[config.mk]
export PLATFORM = sky130hd
export DESIGN_NAME = rbws_div
export DESIGN_NICKNAME = d
export VERILOG_FILES = /design/src/sv/rbws_pkg.sv /design/src/sv/rbws_div.sv
export SDC_FILE = /design/constraint.sdc
export NUM_CORES = 1
export LEC_CHECK = 0
export BUFFER_PORTS_ARGS = -buffer_cell sky130_fd_sc_hd__buf_2
export CAP_MARGIN = 5
export CORE_UTILIZATION = 32
export DETAILED_ROUTE_END_ITERATION = 7
export GPL_ROUTABILITY_DRIVEN = 0
export HOLD_SLACK_MARGIN = 0.12
export PLACE_DENSITY = 0.54
export SYNTH_ARGS = -nofsm -noshare
export SYNTH_HDL_FRONTEND = slang
export SYNTH_SLANG_ARGS = --single-unit
[constraint.sdc]
create_clock -name clock -period 3 [get_ports clock]
set_input_delay 0.6 -clock clock [delete_from_list [all_inputs] [get_ports clock]]
set_output_delay 0.6 -clock clock [all_outputs]
set_load 0.03 [all_outputs]
[src/sv/rbws_pkg.sv]
`timescale 1ns / 1ps
// Shared types and constants for the ring buffer window statistics block.
// No dependencies; used by the channel interfaces, the divider and the top level.
package rbws_pkg;

   localparam int DEPTH_DEFAULT = 1024;

   localparam int SAMPLE_W = 16;
   localparam int WIN_W    = 11;
   localparam int COUNT_W  = 10;
   // window sum: up to 2047 samples of 16 bits
   localparam int SUM_W    = SAMPLE_W + WIN_W;
   localparam int STEP_W   = $clog2(SUM_W + 1);

   typedef enum logic [3:0] {
      ST_IDLE = 4'b0001,
      ST_WALK = 4'b0010,
      ST_DIV  = 4'b0100,
      ST_DONE = 4'b1000
   } state_type;

endpackage

[src/sv/rbws_div.sv]
`timescale 1ns / 1ps
// Serial signed divider: window sum by sample count, truncated toward zero.
// One quotient bit per cycle on magnitudes (restoring). Depends on rbws_pkg.
module rbws_div (
   input  logic                               clock,
   input  logic                               reset,
   input  logic                               start,
   input  logic signed [rbws_pkg::SUM_W-1:0]  dividend,
   input  logic [rbws_pkg::WIN_W-1:0]         divisor,
   output logic                               done,
   output logic signed [rbws_pkg::SAMPLE_W-1:0] quotient
);
   import rbws_pkg::*;

   logic                  busy_ff;
   logic [STEP_W-1:0]     step_ff;
   logic [WIN_W-1:0]      rem_ff;
   logic [SUM_W-1:0]      quo_ff;
   logic [WIN_W-1:0]      dsr_ff;
   logic                  neg_ff;
   logic                  done_ff;
   logic [SAMPLE_W-1:0]   q_ff;

   logic [WIN_W:0]        trial;
   logic                  fits;
   logic [WIN_W:0]        diff;
   logic [SUM_W-1:0]      quo_in;
   logic [SUM_W-1:0]      mag;
   logic [SUM_W-1:0]      q_signed;

   assign mag    = dividend[SUM_W-1] ? SUM_W'(-dividend) : dividend;
   assign trial  = {rem_ff, quo_ff[SUM_W-1]};
   assign fits   = trial >= {1'b0, dsr_ff};
   assign diff   = trial - {1'b0, dsr_ff};
   assign quo_in = {quo_ff[SUM_W-2:0], fits};
   assign q_signed = neg_ff ? SUM_W'(-quo_in) : quo_in;

   always_ff @(posedge clock) begin
      if (reset) begin
         busy_ff <= 1'b0;
         done_ff <= 1'b0;
      end else begin
         done_ff <= 1'b0;
         if (start) begin
            busy_ff <= 1'b1;
         end else if (busy_ff && step_ff == STEP_W'(SUM_W - 1)) begin
            busy_ff <= 1'b0;
            done_ff <= 1'b1;
         end
      end
   end

   always_ff @(posedge clock) begin
      if (start) begin
         step_ff <= '0;
         rem_ff  <= '0;
         quo_ff  <= mag;
         dsr_ff  <= divisor;
         neg_ff  <= dividend[SUM_W-1];
      end else if (busy_ff) begin
         step_ff <= step_ff + 1'b1;
         rem_ff  <= fits ? diff[WIN_W-1:0] : trial[WIN_W-1:0];
         quo_ff  <= quo_in;
         if (step_ff == STEP_W'(SUM_W - 1)) begin
            q_ff <= q_signed[SAMPLE_W-1:0];
         end
      end
   end

   assign done     = done_ff;
   assign quotient = q_ff;

endmodule

==> impl_metrics.tcl <==
set metrics [dict create \
    ctsResizeCount 0 \
    grt_start_max_net_pins 50 \
    hold_path_class "input port to flop" \
    die_h_um 116 \
    drv_cap 0 \
    cts_hold_buf 0 \
    yosys_warnings 0 \
    synth_top_area_cell "edfxtp_1" \
    grt_pass1_wl_mm 14.5 \
    worstPathCellList "inv_1 > ha_1 > fa_2 > a31oi_1 > or4b_1 > a21o_1 > inv_2 > ha_1 > nand2_1 > or2_4 > o41ai_2 > xnor2_1" \
    slowest_delay_ps 480 \
    start_util 0.327 \
    path_buf_inv 2 \
    clock-skew-final_ps 4.73 \
    drive_gt1_frac 0.250 \
    tightest_slew_ps 853 \
    leakagePower_nw 1.88 \
    ys_top_cells_by_count "edfxtp_1, nor2_1, xor2_1" \
    wl_per_cell_um 14.0 \
    ys_types 53 \
    slew_headroom 0.429 \
    htreeDepth 3 \
    avgSynthCellArea_um2 10.8 \
    cts_root_buf "clkbuf_16" \
    status "finished clean" \
    start_kind "flop" \
    crit_family "simple AND/OR/NAND/NOR gates" \
    synth_edf_count 55 \
    antenna_found_initial 0 \
    ys.flop_type "edfxtp_1" \
    n_antenna_cell 0 \
    final_net_count 504 \
    final-setup-viol-count 0 \
    synth_seq_cells 73 \
    grt_overflow 0 \
    cts_tree "built" \
    clkPwrFrac 0.380 \
    die_w_um 116 \
    fp.dieArea_um2 13400 \
    slowest_stage "or4b_1" \
    fmax_mhz 355 \
    p_seq_frac 0.482 \
    worstPathArrival_ps 2900 \
    p_sw_frac 0.259 \
    power_mw 2.56 \
    post-cts-setup-buffers 0 \
    synth.most_common_cell "edfxtp_1" \
    critPathCaptureType "flop" \
    place_hpwl_mm 6.18 \
    async_flop_share 0 \
    path_max_fanout 4 \
    clock_latency_ps 340 \
    syn_nets 441 \
    ios 58 \
    drt_iter0_markers 151 \
    peakVddDrop_mv 0.209 \
    syn_inst 384 \
    rsz0062_at_grt "no" \
    vias 3037 \
    setup-tns-final_ps 0 \
    cts_buffers 9 \
    via_per_inst 4.87 \
    required_ps 3080 \
    maxSlewViolCount 0 \
    io_buffer_count 57 \
    criticalPathCategory "flop to flop" \
    powerDensity_nw_per_um2 519 \
    clkSinkCount 73 \
    cts_buffer_depth 2 \
    core_area_um2 12600 \
    p_sw_uw 663 \
    synth_area_um2 4130 \
    min_period_ps 2820 \
    drcViolationCount 0 \
    comb_power_share 0.138 \
    ys_seq_area_frac 0.487 \
    syn2layout_area_growth_pct 19.4 \
    yosysTopAreaCellShare 0.400 \
    crit_top_cell "ha_1" \
    final.period_utilization 0.940 \
    path_clk_slew_ps 60 \
    routed_wl_mm 8.72 \
    p_int_mw 1.89 \
    antenna_left 0 \
    synth_area_leaders "edfxtp_1, dfxtp_1, xor2_1" \
    hold_viol 0 \
    first_pass_iters 4 \
    row_count 41 \
    grt_pass1_vias 2975 \
    track_usage 0.143 \
]
==> power by group through the flow <==
stage                     logic (mW)  registers, mW  clock network [mW]
after floorplan                0.252           1.23                   0
after global placement         0.343           1.25                   0
after detailed placement       0.349           1.25                   0
after CTS                      0.352           1.23               0.997
after global routing           0.399           1.24                1.03
final                          0.352           1.23               0.971
==> layout make-up <==
class | count | area (µm²)
well taps | 172 | 215
clock inverters | 6 | 35.0
multi-input cells | 276 | 2010
flip-flops and latches | 73 | 2010
fillers | 1256 | 7690
repair buffers | 66 | 353
inverters | 21 | 78.8
clock buffers | 10 | 229
==> sequential cells by signal (all words and copies together) (netlist names) <==
register,flops
dsr_ff,11
neg_ff,1
quotient,16
busy_ff,1
done,1
quo_ff,27
rem_ff,11
step_ff,5
==> path summary, 6_finish.rpt <==
kind	start	endpoint	slack [ps]	depth (start not counted)
worst max-delay path	quo_ff[26]$_DFFE_PP_	quotient[10]$_DFFE_PP_	180	12
worst min-delay path	divisor[4]	dsr_ff[4]$_DFFE_PP_	440	1
worst max register to register	quo_ff[26]$_DFFE_PP_	quotient[10]$_DFFE_PP_	180	12
worst min register to register	rem_ff[6]$_SDFFE_PP0P_	rem_ff[6]$_SDFFE_PP0P_	490	2
==> metrics by stage <==
step | setup slack, ps | instances | util | area (µm²) | hold slack [ps]
after floorplan | 70.9 | 384 | - | 4130 | 451
after global placement | 137 | 608 | 0.367 | 4630 | 470
after detailed placement | 88.7 | 608 | 0.367 | 4630 | 478
after CTS | 75.2 | 624 | 0.388 | 4900 | 428
after global routing | 6.78 | 624 | 0.391 | 4930 | 427
final | 180 | 624 | 0.391 | 4930 | 436
==> cell families after synthesis <==
logic type / count (synthesis) / synth area share
compound gates: 85 / 0.145
flops: 73 / 0.487
fa+ha+maj: 16 / 0.0503
simple gates: 109 / 0.134
xor+xnor: 49 / 0.104
buf+inv: 35 / 0.0345
mux: 17 / 0.0448
==> layout by cell type (no fill, tap or decap), drive strengths merged, types with 2 or more instances in the layout <==
cell      count
buf          66
edfxtp       55
nor2         35
xor2         31
nand2        27
o21ai        23
a21oi        21
inv          21
xnor2        18
dfxtp        18
ha           15
mux2         12
nor3         10
clkbuf       10
or3           9
o41ai         9
o31ai         8
nand2b        5
mux2i         5
a32oi         5
nand4         4
nor2b         4
clkinv        4
a31oi         3
a211oi        3
nand3         3
or4           3
o211ai        2
a21o          2
o2111ai       2
clkinvlp      2
nor4          2
o21a          2
or2           2
==> per-layer routing <==
layer,part of all wire,track usage,routed length [µm],up-vias
met5,0,0,0,-
met4,0.018,0.0641,156,0
met3,0.037,0.0350,325,8
met2,0.46,0.220,4000,51
met1,0.49,0.190,4240,1445
li1,-,-,-,1533
(Power assumes the default switching activity.)
